`config.mk`:
```
export PLATFORM = sky130hd
export DESIGN_NAME = pgm_stream_sequence_tracker
export DESIGN_NICKNAME = d
export VERILOG_FILES = /design/src/design/pst_pkg.sv /design/src/design/pst_front.sv /design/src/design/pst_queue.sv /design/src/design/pst_back.sv /design/src/design/pgm_stream_sequence_tracker.sv
export SDC_FILE = /design/constraint.sdc
export NUM_CORES = 2
export LEC_CHECK = 0
export BUFFER_PORTS_ARGS = -buffer_cell sky130_fd_sc_hd__clkbuf_2
export CORE_MARGIN = 3
export CORE_UTILIZATION = 66
export DETAILED_ROUTE_END_ITERATION = 12
export PLACE_DENSITY = 0.85
export SKIP_LAST_GASP = 1
export SYNTH_ARGS = -nofsm -noshare
export SYNTH_HDL_FRONTEND = slang
export SYNTH_SLANG_ARGS = --single-unit
```
`constraint.sdc`:
```
create_clock -name clk -period 29.9 [get_ports clk]
set_input_delay 0 -clock clk [delete_from_list [all_inputs] [get_ports clk]]
set_output_delay 0 -clock clk [all_outputs]
set_load 0.02 [all_outputs]
```
`src/design/pst_pkg.sv`:
```
// shared types, codes and constants for the pgm stream sequence tracker
package pst_pkg;

  localparam int SEQ_W_DEF = 32;
  localparam int QUEUE_DEPTH_DEF = 2;

  localparam logic [3:0] OP_ODATA  = 4'd0;
  localparam logic [3:0] OP_RDATA  = 4'd1;
  localparam logic [3:0] OP_SPM    = 4'd2;
  localparam logic [3:0] OP_NAK    = 4'd3;
  localparam logic [3:0] OP_NCF    = 4'd4;
  localparam logic [3:0] OP_NNAK   = 4'd5;
  localparam logic [3:0] OP_ACK    = 4'd6;
  localparam logic [3:0] OP_REJECT = 4'd7;
  localparam logic [3:0] OP_IGNORE = 4'd8;
  localparam logic [3:0] OP_CLEAR  = 4'd9;

  localparam logic [2:0] K_DATA   = 3'd0;
  localparam logic [2:0] K_SPM    = 3'd1;
  localparam logic [2:0] K_NAKS   = 3'd2;
  localparam logic [2:0] K_REJECT = 3'd3;
  localparam logic [2:0] K_IGNORE = 3'd4;
  localparam logic [2:0] K_CLEAR  = 3'd5;
  localparam logic [2:0] K_NOP    = 3'd6;

  localparam logic [1:0] NS_NAK  = 2'd0;
  localparam logic [1:0] NS_NCF  = 2'd1;
  localparam logic [1:0] NS_NNAK = 2'd2;
  localparam logic [1:0] NS_ACK  = 2'd3;

  localparam logic [2:0] ST_INIT   = 3'd0;
  localparam logic [2:0] ST_SYNC   = 3'd1;
  localparam logic [2:0] ST_REPAIR = 3'd2;
  localparam logic [2:0] ST_ERROR  = 3'd3;
  localparam logic [2:0] ST_IGNORE = 3'd4;

  localparam int N_COUNTERS = 13;
  localparam int C_ODATA  = 0;
  localparam int C_RDATA  = 1;
  localparam int C_SPM    = 2;
  localparam int C_SPMERR = 3;
  localparam int C_NCF    = 4;
  localparam int C_ACK    = 5;
  localparam int C_NAK    = 6;
  localparam int C_NNAK   = 7;
  localparam int C_DROP   = 8;
  localparam int C_DUP    = 9;
  localparam int C_SEQERR = 10;
  localparam int C_MISSED = 11;
  localparam int C_FWD    = 12;

  localparam logic [4:0] RB_LAST_SEQ    = 5'd13;
  localparam logic [4:0] RB_LEAD_SEQ    = 5'd14;
  localparam logic [4:0] RB_TRAIL_SEQ   = 5'd15;
  localparam logic [4:0] RB_SPM_SEQ     = 5'd16;
  localparam logic [4:0] RB_MISSED_SEQ  = 5'd17;
  localparam logic [4:0] RB_MISSED_CNT  = 5'd18;
  localparam logic [4:0] RB_ACT_TIME    = 5'd19;
  localparam logic [4:0] RB_ERR_TIME    = 5'd20;

  // config register index, decoded from paddr[2]
  localparam logic REG_NAK_FWD = 1'b0;
  localparam logic REG_RD_SEL  = 1'b1;

  typedef struct packed {
    logic [2:0] kind;
    logic       rdata;
    logic [1:0] nsub;
    logic       syn;
    logic       fin;
    logic       rst;
    logic       afi;
    logic [6:0] count;
  } cmd_t;

  localparam int CMD_W = $bits(cmd_t);

endpackage

```
`src/design/pst_front.sv`:
```
// front end: classifies one packet summary into a command for the back end
module pst_front
  import pst_pkg::*;
#(
  parameter int SEQ_WIDTH = SEQ_W_DEF
) (
  input  logic [3:0]           op,
  input  logic [31:0]          seq_number,
  input  logic [31:0]          trail_number,
  input  logic [31:0]          lead_number,
  input  logic                 syn_flag,
  input  logic                 fin_flag,
  input  logic                 rst_flag,
  input  logic                 afi_is_ip,
  input  logic [5:0]           extra_naks,
  output cmd_t                 cmd,
  output logic [SEQ_WIDTH-1:0] sqn,
  output logic [SEQ_WIDTH-1:0] trl,
  output logic [SEQ_WIDTH-1:0] led,
  output logic [SEQ_WIDTH-1:0] sqm1
);

  assign sqn  = seq_number[SEQ_WIDTH-1:0];
  assign trl  = trail_number[SEQ_WIDTH-1:0];
  assign led  = lead_number[SEQ_WIDTH-1:0];
  assign sqm1 = sqn - SEQ_WIDTH'(1);

  always_comb begin
    cmd       = '0;
    cmd.syn   = syn_flag;
    cmd.fin   = fin_flag;
    cmd.rst   = rst_flag;
    cmd.afi   = afi_is_ip;
    cmd.count = {1'b0, extra_naks} + 7'd1;
    unique case (op)
      OP_ODATA: cmd.kind = K_DATA;
      OP_RDATA: begin
        cmd.kind  = K_DATA;
        cmd.rdata = 1'b1;
      end
      OP_SPM: cmd.kind = K_SPM;
      OP_NAK: begin
        cmd.kind = K_NAKS;
        cmd.nsub = NS_NAK;
      end
      OP_NCF: begin
        cmd.kind = K_NAKS;
        cmd.nsub = NS_NCF;
      end
      OP_NNAK: begin
        cmd.kind = K_NAKS;
        cmd.nsub = NS_NNAK;
      end
      OP_ACK: begin
        cmd.kind = K_NAKS;
        cmd.nsub = NS_ACK;
      end
      OP_REJECT: cmd.kind = K_REJECT;
      OP_IGNORE: cmd.kind = K_IGNORE;
      OP_CLEAR:  cmd.kind = K_CLEAR;
      default:   cmd.kind = K_NOP;
    endcase
  end

endmodule

```
`src/design/pst_queue.sv`:
```
// small fifo between the front end and the back end
module pst_queue
  import pst_pkg::*;
#(
  parameter int WIDTH = CMD_W,
  parameter int DEPTH = QUEUE_DEPTH_DEF
) (
  input  logic             clk,
  input  logic             rst_n,
  input  logic             in_valid,
  output logic             in_ready,
  input  logic [WIDTH-1:0] in_data,
  output logic             out_valid,
  input  logic             out_ready,
  output logic [WIDTH-1:0] out_data
);

  localparam int AW = $clog2(DEPTH);
  localparam int CW = $clog2(DEPTH + 1);

  logic [WIDTH-1:0] mem_r [DEPTH];
  logic [AW-1:0]    wptr_r;
  logic [AW-1:0]    wptr_nxt;
  logic [AW-1:0]    rptr_r;
  logic [AW-1:0]    rptr_nxt;
  logic [CW-1:0]    cnt_r;
  logic [CW-1:0]    cnt_nxt;
  logic             push;
  logic             pop;

  assign in_ready  = cnt_r != CW'(DEPTH);
  assign out_valid = cnt_r != '0;
  assign out_data  = mem_r[rptr_r];
  assign push      = in_valid && in_ready;
  assign pop       = out_valid && out_ready;

  always_comb begin
    wptr_nxt = wptr_r;
    rptr_nxt = rptr_r;
    if (push) begin
      wptr_nxt = (wptr_r == AW'(DEPTH - 1)) ? '0 : wptr_r + AW'(1);
    end
    if (pop) begin
      rptr_nxt = (rptr_r == AW'(DEPTH - 1)) ? '0 : rptr_r + AW'(1);
    end
    cnt_nxt = cnt_r + CW'(push) - CW'(pop);
  end

  always_ff @(posedge clk) begin
    if (!rst_n) begin
      wptr_r <= '0;
      rptr_r <= '0;
      cnt_r  <= '0;
    end else begin
      wptr_r <= wptr_nxt;
      rptr_r <= rptr_nxt;
      cnt_r  <= cnt_nxt;
    end
  end

  always_ff @(posedge clk) begin
    if (push) begin
      mem_r[wptr_r] <= in_data;
    end
  end

endmodule

```
`src/design/pst_back.sv`:
```
// back end: session state, event counters and the result register
module pst_back
  import pst_pkg::*;
#(
  parameter int SEQ_WIDTH = SEQ_W_DEF
) (
  input  logic                 clk,
  input  logic                 rst_n,
  input  logic                 q_valid,
  output logic                 q_ready,
  input  cmd_t                 cmd,
  input  logic [SEQ_WIDTH-1:0] sqn,
  input  logic [SEQ_WIDTH-1:0] trl,
  input  logic [SEQ_WIDTH-1:0] led,
  input  logic [SEQ_WIDTH-1:0] sqm1,
  input  logic [63:0]          now,
  input  logic                 nak_fwd_en,
  input  logic [4:0]           rd_sel,
  output logic                 out_valid,
  input  logic                 out_ready,
  output logic                 accepted,
  output logic [2:0]           state_after,
  output logic                 seq_error,
  output logic                 duplicate,
  output logic [31:0]          missed,
  output logic                 forward_nak,
  output logic [63:0]          readback
);

  logic [2:0]           state_r, state_nxt;
  logic [SEQ_WIDTH-1:0] last_r, last_nxt;
  logic [SEQ_WIDTH-1:0] lead_r, lead_nxt;
  logic [SEQ_WIDTH-1:0] trail_r, trail_nxt;
  logic [SEQ_WIDTH-1:0] spm_r, spm_nxt;
  logic [SEQ_WIDTH-1:0] lmseq_r, lmseq_nxt;
  logic [SEQ_WIDTH-1:0] lmcnt_r, lmcnt_nxt;
  logic [63:0]          act_time_r, act_time_nxt;
  logic [63:0]          err_time_r, err_time_nxt;
  logic [31:0]          cnt_r [N_COUNTERS];
  logic [31:0]          cnt_nxt [N_COUNTERS];

  logic                 out_valid_r;
  logic                 acc_r, acc_nxt;
  logic                 serr_r, serr_nxt;
  logic                 dup_r, dup_nxt;
  logic [SEQ_WIDTH-1:0] miss_r, miss_nxt;
  logic                 fwd_r, fwd_nxt;

  logic                 fire;
  logic                 is_pkt;
  logic [SEQ_WIDTH-1:0] last_inc;
  logic [SEQ_WIDTH-1:0] gap;
  logic [31:0]          cnt_add;

  assign q_ready  = !out_valid_r || out_ready;
  assign fire     = q_valid && q_ready;
  assign is_pkt   = cmd.kind == K_DATA || cmd.kind == K_SPM || cmd.kind == K_NAKS ||
                    cmd.kind == K_REJECT;
  assign last_inc = last_r + SEQ_WIDTH'(1);
  assign gap      = sqn - last_r;
  assign cnt_add  = 32'(cmd.count);

  always_comb begin
    state_nxt    = state_r;
    last_nxt     = last_r;
    lead_nxt     = lead_r;
    trail_nxt    = trail_r;
    spm_nxt      = spm_r;
    lmseq_nxt    = lmseq_r;
    lmcnt_nxt    = lmcnt_r;
    act_time_nxt = act_time_r;
    err_time_nxt = err_time_r;
    cnt_nxt      = cnt_r;
    acc_nxt      = 1'b0;
    serr_nxt     = 1'b0;
    dup_nxt      = 1'b0;
    miss_nxt     = '0;
    fwd_nxt      = 1'b0;
    if (is_pkt && (cmd.kind == K_REJECT || state_r == ST_IGNORE)) begin
      cnt_nxt[C_DROP] = cnt_r[C_DROP] + 32'd1;
      err_time_nxt    = now;
    end else begin
      unique case (cmd.kind)
        K_IGNORE: state_nxt = ST_IGNORE;
        K_CLEAR: begin
          for (int i = 0; i < N_COUNTERS; i++) begin
            cnt_nxt[i] = '0;
          end
          err_time_nxt = '0;
        end
        K_DATA: begin
          acc_nxt = 1'b1;
          if (state_r == ST_INIT || cmd.syn) begin
            state_nxt = ST_INIT;
            last_nxt  = sqn;
          end else if (cmd.rdata) begin
            cnt_nxt[C_RDATA] = cnt_r[C_RDATA] + 32'd1;
            err_time_nxt     = now;
          end else begin
            cnt_nxt[C_ODATA] = cnt_r[C_ODATA] + 32'd1;
            if (sqn <= last_r) begin
              cnt_nxt[C_DUP] = cnt_r[C_DUP] + 32'd1;
              last_nxt       = sqn;
              err_time_nxt   = now;
              acc_nxt        = 1'b0;
              dup_nxt        = 1'b1;
            end else begin
              if (trl > trail_r) begin
                trail_nxt = trl;
              end
              if (sqn > lead_r) begin
                lead_nxt = sqn;
              end
              if (last_r > SEQ_WIDTH'(1) && sqn != last_inc && !cmd.rst) begin
                miss_nxt            = gap;
                state_nxt           = ST_REPAIR;
                cnt_nxt[C_SEQERR]   = cnt_r[C_SEQERR] + 32'd1;
                cnt_nxt[C_MISSED]   = cnt_r[C_MISSED] + 32'(gap);
                lmseq_nxt           = sqm1;
                lmcnt_nxt           = gap;
                err_time_nxt        = now;
                serr_nxt            = 1'b1;
              end else begin
                act_time_nxt = now;
              end
              last_nxt = sqn;
            end
          end
          if (acc_nxt && cmd.fin) begin
            state_nxt = ST_INIT;
          end
        end
        K_SPM: begin
          acc_nxt        = 1'b1;
          cnt_nxt[C_SPM] = cnt_r[C_SPM] + 32'd1;
          if (!cmd.afi) begin
            cnt_nxt[C_SPMERR] = cnt_r[C_SPMERR] + 32'd1;
          end else if (cmd.rst) begin
            state_nxt = ST_ERROR;
          end else if (cmd.fin) begin
            state_nxt = ST_INIT;
          end else if (spm_r != '0 && state_r == ST_SYNC && sqn <= spm_r) begin
            cnt_nxt[C_SPMERR] = cnt_r[C_SPMERR] + 32'd1;
          end else begin
            state_nxt = ST_SYNC;
            spm_nxt   = sqn;
            trail_nxt = trl;
            lead_nxt  = led;
          end
        end
        K_NAKS: begin
          acc_nxt = 1'b1;
          unique case (cmd.nsub)
            NS_ACK: cnt_nxt[C_ACK] = cnt_r[C_ACK] + cnt_add;
            NS_NAK: begin
              cnt_nxt[C_NAK] = cnt_r[C_NAK] + cnt_add;
              err_time_nxt   = now;
            end
            NS_NCF: begin
              cnt_nxt[C_NCF] = cnt_r[C_NCF] + cnt_add;
              err_time_nxt   = now;
            end
            default: begin
              cnt_nxt[C_NNAK] = cnt_r[C_NNAK] + cnt_add;
              err_time_nxt    = now;
            end
          endcase
          if (cmd.nsub == NS_NAK && state_r == ST_SYNC && nak_fwd_en) begin
            fwd_nxt        = 1'b1;
            cnt_nxt[C_FWD] = cnt_r[C_FWD] + 32'd1;
          end
        end
        default: begin
        end
      endcase
    end
  end

  always_ff @(posedge clk) begin
    if (!rst_n) begin
      state_r     <= ST_INIT;
      last_r      <= '0;
      lead_r      <= '0;
      trail_r     <= '0;
      spm_r       <= '0;
      lmseq_r     <= '0;
      lmcnt_r     <= '0;
      act_time_r  <= '0;
      err_time_r  <= '0;
      out_valid_r <= 1'b0;
      for (int i = 0; i < N_COUNTERS; i++) begin
        cnt_r[i] <= '0;
      end
    end else begin
      if (fire) begin
        state_r     <= state_nxt;
        last_r      <= last_nxt;
        lead_r      <= lead_nxt;
        trail_r     <= trail_nxt;
        spm_r       <= spm_nxt;
        lmseq_r     <= lmseq_nxt;
        lmcnt_r     <= lmcnt_nxt;
        act_time_r  <= act_time_nxt;
        err_time_r  <= err_time_nxt;
        cnt_r       <= cnt_nxt;
        out_valid_r <= 1'b1;
      end else if (out_ready) begin
        out_valid_r <= 1'b0;
      end
    end
  end

  always_ff @(posedge clk) begin
    if (fire) begin
      acc_r  <= acc_nxt;
      serr_r <= serr_nxt;
      dup_r  <= dup_nxt;
      miss_r <= miss_nxt;
      fwd_r  <= fwd_nxt;
    end
  end

  // readback follows the registered state, which holds while a result waits
  always_comb begin
    if (rd_sel < 5'(N_COUNTERS)) begin
      readback = 64'(cnt_r[rd_sel[3:0]]);
    end else begin
      unique case (rd_sel)
        RB_LAST_SEQ:   readback = 64'(last_r);
        RB_LEAD_SEQ:   readback = 64'(lead_r);
        RB_TRAIL_SEQ:  readback = 64'(trail_r);
        RB_SPM_SEQ:    readback = 64'(spm_r);
        RB_MISSED_SEQ: readback = 64'(lmseq_r);
        RB_MISSED_CNT: readback = 64'(lmcnt_r);
        RB_ACT_TIME:   readback = act_time_r;
        RB_ERR_TIME:   readback = err_time_r;
        default:       readback = '0;
      endcase
    end
  end

  assign out_valid   = out_valid_r;
  assign accepted    = acc_r;
  assign state_after = state_r;
  assign seq_error   = serr_r;
  assign duplicate   = dup_r;
  assign missed      = 32'(miss_r);
  assign forward_nak = fwd_r;

endmodule

```
`src/design/pgm_stream_sequence_tracker.sv`:
```
// top level of the pgm stream sequence tracker: config registers and wiring
//
// channel  direction  handshake                    contents
// in_*     slave      in_tvalid / in_tready        packet summary, op in in_tuser
// out_*    master     out_tvalid / out_tready      per-packet result and readback
// cfg_*    apb        cfg_psel / cfg_penable       nak_forward_enable, readback_select
//
// one transaction per cycle sustained while the output is not stalled; each item is
// written into the queue and then registered in the back end before its result appears
// the back end updates the session state once per item, one item per cycle unless stalled
// synchronous active-low reset clears the queue, the session state and counters
// a stalled output holds the back end; the queue keeps accepting until full
module pgm_stream_sequence_tracker
  import pst_pkg::*;
#(
  parameter int SEQ_WIDTH   = SEQ_W_DEF,
  parameter int QUEUE_DEPTH = QUEUE_DEPTH_DEF
) (
  input  logic         clk,
  input  logic         rst_n,
  // seq_number[31:0], trail_number[63:32], lead_number[95:64], syn_flag[96],
  // fin_flag[97], rst_flag[98], afi_is_ip[99], extra_naks[105:100],
  // now_time[169:106], zero pad [175:170]
  input  logic [175:0] in_tdata,
  // op[3:0]
  input  logic [3:0]   in_tuser,
  input  logic         in_tvalid,
  output logic         in_tready,
  // accepted[0], state_after[3:1], seq_error[4], duplicate[5], missed_now[37:6],
  // forward_nak[38], readback_value[102:39], zero pad [103]
  output logic [103:0] out_tdata,
  output logic         out_tvalid,
  input  logic         out_tready,
  input  logic         cfg_psel,
  input  logic         cfg_penable,
  input  logic         cfg_pwrite,
  input  logic [2:0]   cfg_paddr,
  input  logic [31:0]  cfg_pwdata,
  output logic [31:0]  cfg_prdata,
  output logic         cfg_pready
);

  localparam int   Q_W         = CMD_W + 4 * SEQ_WIDTH + 64;

  logic                 nak_en_r;
  logic [4:0]           rd_sel_r;
  logic                 cfg_wr;

  cmd_t                 f_cmd;
  logic [SEQ_WIDTH-1:0] f_sqn, f_trl, f_led, f_sqm1;
  logic [Q_W-1:0]       q_din;
  logic [Q_W-1:0]       q_dout;
  logic                 q_valid;
  logic                 q_ready;

  cmd_t                 b_cmd;
  logic [SEQ_WIDTH-1:0] b_sqn, b_trl, b_led, b_sqm1;
  logic [63:0]          b_now;

  logic                 r_acc;
  logic [2:0]           r_state;
  logic                 r_serr;
  logic                 r_dup;
  logic [31:0]          r_missed;
  logic                 r_fwd;
  logic [63:0]          r_readback;

  assign cfg_pready = 1'b1;
  assign cfg_wr     = cfg_psel && cfg_penable && cfg_pwrite && cfg_pready;

  always_ff @(posedge clk) begin
    if (!rst_n) begin
      nak_en_r <= 1'b0;
      rd_sel_r <= '0;
    end else if (cfg_wr) begin
      unique case (cfg_paddr[2])
        REG_NAK_FWD: nak_en_r <= cfg_pwdata[0];
        REG_RD_SEL:  rd_sel_r <= cfg_pwdata[4:0];
        default:     nak_en_r <= nak_en_r;
      endcase
    end
  end

  always_comb begin
    unique case (cfg_paddr[2])
      REG_NAK_FWD: cfg_prdata = {31'd0, nak_en_r};
      REG_RD_SEL:  cfg_prdata = {27'd0, rd_sel_r};
      default:     cfg_prdata = '0;
    endcase
  end

  pst_front #(
    .SEQ_WIDTH (SEQ_WIDTH)
  ) u_front (
    .op           (in_tuser),
    .seq_number   (in_tdata[31:0]),
    .trail_number (in_tdata[63:32]),
    .lead_number  (in_tdata[95:64]),
    .syn_flag     (in_tdata[96]),
    .fin_flag     (in_tdata[97]),
    .rst_flag     (in_tdata[98]),
    .afi_is_ip    (in_tdata[99]),
    .extra_naks   (in_tdata[105:100]),
    .cmd          (f_cmd),
    .sqn          (f_sqn),
    .trl          (f_trl),
    .led          (f_led),
    .sqm1         (f_sqm1)
  );

  assign q_din = {f_cmd, f_sqn, f_trl, f_led, f_sqm1, in_tdata[169:106]};

  pst_queue #(
    .WIDTH (Q_W),
    .DEPTH (QUEUE_DEPTH)
  ) u_queue (
    .clk       (clk),
    .rst_n     (rst_n),
    .in_valid  (in_tvalid),
    .in_ready  (in_tready),
    .in_data   (q_din),
    .out_valid (q_valid),
    .out_ready (q_ready),
    .out_data  (q_dout)
  );

  assign {b_cmd, b_sqn, b_trl, b_led, b_sqm1, b_now} = q_dout;

  pst_back #(
    .SEQ_WIDTH (SEQ_WIDTH)
  ) u_back (
    .clk         (clk),
    .rst_n       (rst_n),
    .q_valid     (q_valid),
    .q_ready     (q_ready),
    .cmd         (b_cmd),
    .sqn         (b_sqn),
    .trl         (b_trl),
    .led         (b_led),
    .sqm1        (b_sqm1),
    .now         (b_now),
    .nak_fwd_en  (nak_en_r),
    .rd_sel      (rd_sel_r),
    .out_valid   (out_tvalid),
    .out_ready   (out_tready),
    .accepted    (r_acc),
    .state_after (r_state),
    .seq_error   (r_serr),
    .duplicate   (r_dup),
    .missed      (r_missed),
    .forward_nak (r_fwd),
    .readback    (r_readback)
  );

  assign out_tdata = {1'b0, r_readback, r_fwd, r_missed, r_dup, r_serr, r_state, r_acc};

`ifndef SYNTHESIS
  a_cfg_nak_write: assert property (@(posedge clk) disable iff (!rst_n)
    cfg_wr && cfg_paddr[2] == REG_NAK_FWD |=> nak_en_r == $past(cfg_pwdata[0]))
    else $error("nak forward enable not written");

  a_fwd_accepted: assert property (@(posedge clk) disable iff (!rst_n)
    out_tvalid && r_fwd |-> r_acc && r_state == ST_SYNC && nak_en_r)
    else $error("forwarded nak without sync state and enable");

  a_dup_excl: assert property (@(posedge clk) disable iff (!rst_n)
    out_tvalid && r_dup |-> !r_acc && !r_serr && r_missed == 32'd0)
    else $error("duplicate result also marked accepted or gap");

  a_gap_repair: assert property (@(posedge clk) disable iff (!rst_n)
    out_tvalid && r_serr |-> r_acc && r_missed != 32'd0)
    else $error("sequence gap without accept or distance");
`endif

endmodule
```
## Yosys cells after proc, flatten, opt, wreduce, memory -nomap -nowiden

Memories as Yosys holds them, arrays and structs flattened. A register that Yosys moved wholly into a read port is not among the register bits.
Cells that the tools add are included.

- Bits in writable memories: 418
- Memories kept: 1
- Bits in registers: 786
- Output and inout bits: 139
- Word-level logic and storage cells: 281
- Bits of input ports: 222

- Reduce and logical (&&, ||, !) cells: 64
- Bitwise logic cells: 12
- $lt $le $gt $ge: 7
- Equal/unequal tests: 56
- $add $sub $neg: 21
- Mux-type cells: 87

Memory list:

| name | words | width | read ports | clocked after Yosys merged registers in | write ports | line | source |
|---|---|---|---|---|---|---|---|
| u_queue.mem_r | 2 | 209 | 1 | 1 | 1 | pst_queue.sv:21 | `logic [WIDTH-1:0] mem_r [DEPTH];` |

Operator list:

| operator | number |
|---|---|
| 32-bit 2-to-1 mux | 34 |
| 64-bit 2-to-1 mux | 10 |
| 64-bit one-hot mux with 8 select lines | 1 |
| 32-bit by 1-bit adder with 32-bit output, second input constant | 9 |
| 128-bit one-hot mux with 2 select lines | 1 |
| 32-bit one-hot mux with 2 select lines | 4 |
| 64-bit one-hot mux with 2 select lines | 2 |
| 96-bit 2-to-1 mux | 2 |
| 64-bit one-hot mux with 3 select lines | 1 |
| 96-bit one-hot mux with 2 select lines | 1 |
| 32-bit by 7-bit adder with 32-bit output | 4 |
| 32-bit binary-select mux with 4-bit select | 1 |
| 32-bit > comparator | 2 |
| 32-bit <= comparator | 2 |
| 2-bit inequality test, second input constant | 18 |
| 32-bit adder | 1 |
| 32-bit by 1-bit > comparator with 1-bit output, second input constant | 1 |
| 32-bit inequality test | 1 |
| 32-bit nonzero test | 1 |
| 32-bit by 1-bit subtractor with 32-bit output, second input constant | 1 |
| 32-bit subtractor | 1 |
| 7-bit AND reduction | 4 |
| 3-bit 2-to-1 mux | 9 |
| 5-bit equality test, second input constant | 5 |
| 48 further kinds | 131 |

## Longest topological paths before layout

- Word-level depth: 10
- Depth in mapped cells: 29
- Depth with buffers taken out: 22

## Modules after synthesis

Synthesis repeated with hierarchy kept, for this count alone.

- Cell total of the unflattened synthesis: 6280
- Area, all modules: 61895.6 µm²

By module, submodules not included:

| module | cells each | seq. area each (µm²) | instances | area each (µm²) |
|---|---|---|---|---|
| pst_back | 5333 | 15895.2 | 1 | 44093.5 |
| pst_queue | 674 | 12652.1 | 1 | 15745.1 |
| pst_front | 207 | 0.0 | 1 | 1503.9 |
| pgm_stream_sequence_tracker | 66 | 120.1 | 1 | 553.0 |

## Worst setup path after synthesis

Ideal clock, no wire load.

- Path type: reg-to-reg
- From: register u_queue.cnt_r[0]
- To: memory u_queue.mem_r[0][0] (netlist bit) (enable)
- Setup time: 782 ps
- Cell stages (with the launch flop): 5
- Data required time: 29118 ps
- Clock period less this slack: 10157 ps
- Buffers on the path: 0
- Path slack: 19743 ps
- Data arrival time: 9375 ps
- Cell sequence: dfxtp_1 > inv_1 > nand2_1 > nand2_1 > nor2_1

- Longest elaborated chain between the ends: 4

RTL lines:

| what | line | source |
|---|---|---|
| start: declaration | pst_queue.sv:26 | `logic [CW-1:0] cnt_r;` |
| start signal: assignment | pst_queue.sv:57 | `cnt_r <= cnt_nxt;` |
| 2-bit inequality test | pst_queue.sv:31 | `assign in_ready = cnt_r != CW'(DEPTH);` |
| net in_tready | pgm_stream_sequence_tracker.sv:28 | `output logic in_tready,` |
| 1-bit logical AND | pst_queue.sv:34 | `assign push = in_valid && in_ready;` |
| 1-bit 2-to-1 mux | pst_queue.sv:62 | `if (push) begin` |
| 1-bit 2-to-1 mux (implied by the code) | pst_queue.sv:63 | `mem_r[wptr_r] <= in_data;` |
| end: declaration | pst_queue.sv:21 |  |

The timed path passes the listed nets, and every way through them passes these cells.

==> flow_summary_export.csv <==
group,metric,value,unit
timing,holdWs,-0.009483,ns
placement,hpwl,140.1,mm
clock_network,clk_path_buf_depth,3,
synthesis,synth_warnings,0,
routing,vias,54850,
setup_path,critPathCaptureType,"flop",
timing,period_share,25.13,%
timing,timing.final.ws_setup,22.39,ns
layout,final_common_cell,"nor2_1",
clock_network,cts_tree,"built",
setup_path,worstPathRequired,30.55,ns
timing,final-setup-viol-count,0,
layout,final_nets,7119,
synthesis,syn_inst,6269,
placement,dp_slack,22.74,ns
routing,ant_nets,0,
setup_path,start_kind,"flop",
die,core,91940,sq um
clock_network,cts_resized,0,
global_route,grt_pass1_vias,52520,
synthesis,ys.flop_type,"dfxtp_1",
routing,detail_route.iter0.violations,8402,
routing,routed_via_density,6.823,
synthesis,synth-seq-area-share,46.74,%
die,die_w,310.8,um
pwr,leakage,25.34,nW
layout,areaGrowthSynthToFinish,15.30,%
setup_path,arrival,8.16,ns
clock_network,cts_buffers,121,
synthesis,syn_area_per_cell,9.784,sq um
synthesis,ys_ff_latch,1205,
setup_path,critPathMaxFanout,88,
routing,wl,214.9,mm
timing,setup_tns,0,ns
layout,finish.utilization,76.92,%
timing,finalHoldViolCount,2,
synthesis,ys_async_sr_fraction,0,%
global_route,grt_usage,43.00,%
die,start_util,66.71,%
clock_network,cts.clk_slew.worst_paths,0.07,ns
routing,wl_met1,74.48,mm
clock_network,cts_max_level,3,
timing,worst_pin_slew,1.310,ns
routing,drc_errors,0,
die,rows,111,
placement,io_buffers,296,
timing,rsz0062_at_grt,"false",
die,die_area,96620,sq um
routing,firstDrtPassIters,10,
global_route,grt_max_degree,108,
global_route,grt_overflow_total,0,
layout,layout-drive-gt1-share,11.88,%
timing,max_freq,133.1,MHz
min_path,holdPathStages,2,
flow_run,max_cap_viol_count,0,
clock_network,insertion_delay,0.77,ns
setup_path,crit_type,"reg2reg",
setup_path,reg2reg_depth,17,
synthesis,synth_area_leaders,"dfxtp_1 25%, edfxtp_1 22%, nor2_1 4.8%",
synthesis,yosys.area.top_type_share,24.51,%
global_route,grt_pass1_wl,320.7,mm
die,io_pins,361,
status,violations,"hold timing",
routing,top_layer,"met5",
synthesis,synth_top_area_cell,"dfxtp_1",
synthesis,synth_edf_count,454,
layout,num-fill-cells,5762,
timing,finClkSkew,0.06087,ns
placement,placed_area,63570,sq um
pwr,peakVddDrop,0.08008,mV
synthesis,synth_area,61340,sq um
status,status,"finished, violations left",
global_route,antenna_found_initial,15,
timing,slew_viol_final,0,
placement,gp_congestion,1.013,
routing,dr_wl_met3,26.59,mm
min_path,hp-class,"in2reg",
timing,slew_headroom,12.02,%
layout,most-common-layout-cells,"775 x nor2_1, 746 x dfxtp_1, 454 x edfxtp_1",
routing,route.met2.wl,95.64,mm
clock_network,cts_root_buf,"clkbuf_16",
synthesis,ys_types,91,
layout,finalInstanceArea,70720,sq um
timing,min_period,7.513,ns
die,die_h,310.8,um
routing,wl_per_cell,26.73,um
clock_network,clock-sinks,1205,
pwr,p_per_area,73.26,nW/um^2
## cell families after synthesis
| kind of cell | share of synthesized area (%) |
|---|---|
| other cells | 0.01224 |
| mux | 8.229 |
| xor+xnor | 5.683 |
| flops | 46.74 |
| fa+ha+maj | 4.500 |
| compound gates | 14.33 |
| simple gates | 15.97 |
| buf+inv | 4.531 |
## state kept, by name, indices dropped and copies added, names as in the netlist, 2 cells and up, named ones only
signal / count
u_back.state_after: 3
u_back.lead_r: 32
u_back.lmseq_r: 32
u_back.cnt_r: 416
u_back.trail_r: 32
u_back.act_time_r: 64
u_back.err_time_r: 64
u_back.last_r: 32
u_back.missed: 32
u_queue.mem_r: 418
rd_sel_r: 5
u_queue.cnt_r: 2
u_back.lmcnt_r: 32
u_back.spm_r: 32
## critical path: stages, from the launching register on
cell       delay (ns)
dfxtp_4          0.83
buf_4            0.81
buf_4            0.66
mux2i_1          0.26
buf_4            0.21
inv_1            0.13
ha_1             0.42
nand4_1          0.16
nor4_1           0.46
o21ai_0          0.29
a41oi_1          0.26
o2bb2ai_1        0.11
buf_4            0.21
nor2b_1          0.28
a31o_4           0.52
buf_4            0.85
a21oi_1          0.28
a211oi_1         0.39
## metal layers
metal  track usage [%]  vias up
met5                 0        -
met4             29.50       12
met3             11.41     1041
met2             66.54     4049
met1             52.83    26080
li1                  -    23670
## through the flow
| stage | cells | total power (W) |
|---|---|---|
| after global placement | 7517 | 0.003386 |
| after CTS | 8028 | 0.005059 |
| after detailed placement | 7517 | 0.003424 |
| after floorplan | 6296 | 0.002955 |
| final | 8039 | 0.005181 |
| after global routing | 8031 | 0.005318 |
## cells in the mapped netlist (all sizes together) (31+ instances only)
library cell / number
a211o: 31
a211oi: 238
a21o: 56
a21oi: 439
a221oi: 53
a22o: 34
a22oi: 49
and2: 34
and3: 76
buf: 129
clkbuf: 279
dfxtp: 751
edfxtp: 454
ha: 211
inv: 258
mux2: 44
mux2i: 234
mux4: 96
nand2: 346
nand3: 279
nand4: 179
nor2: 784
nor2b: 48
nor3: 63
nor4: 43
o211ai: 32
o21ai: 247
or3: 97
xnor2: 160
xor2: 238
## repair_timing
action,4_1_cts,5_1_grt
setup buffers,0,0
hold buffers,283,0
hold endpoints to repair,502,0
## area by class of cell
| type | instances | area [sq um] | share of cell area (%) |
|---|---|---|---|
| Clock buffer | 158 | 3422 | 4.839 |
| Timing Repair Buffer | 669 | 5002 | 7.073 |
| Sequential cell | 1205 | 28680 | 40.56 |
| Clock inverter | 70 | 868.3 | 1.228 |
| Tap cell | 1243 | 1555 | 2.199 |
| Inverter | 260 | 983.4 | 1.391 |
| Multi-Input combinational cell | 4423 | 30180 | 42.68 |
| Antenna cell | 11 | 27.53 | 0.03892 |
## report_power, final
| part | leakage [nW] | internal [W] | switching (W) |
|---|---|---|---|
| registers | 10.3 | 0.00187 | 0.000108 |
| clock network | 2.09 | 0.000941 | 0.000704 |
| logic | 12.9 | 0.000478 | 0.00108 |
| total | 25.3 | 0.00329 | 0.00189 |
## worst paths after layout
check	startpoint	to	slack, ns
setup / recovery	flop	u_back.act_time_r[42]	22.39
hold / removal	in_tdata[122]	u_queue.mem_r[1][16]	-0.009
setup reg to reg	flop	u_back.act_time_r[42]	22.39
hold reg to reg	u_back.cnt_r[258]	u_back.cnt_r[258]	0.48
(Power assumes the default switching activity.)
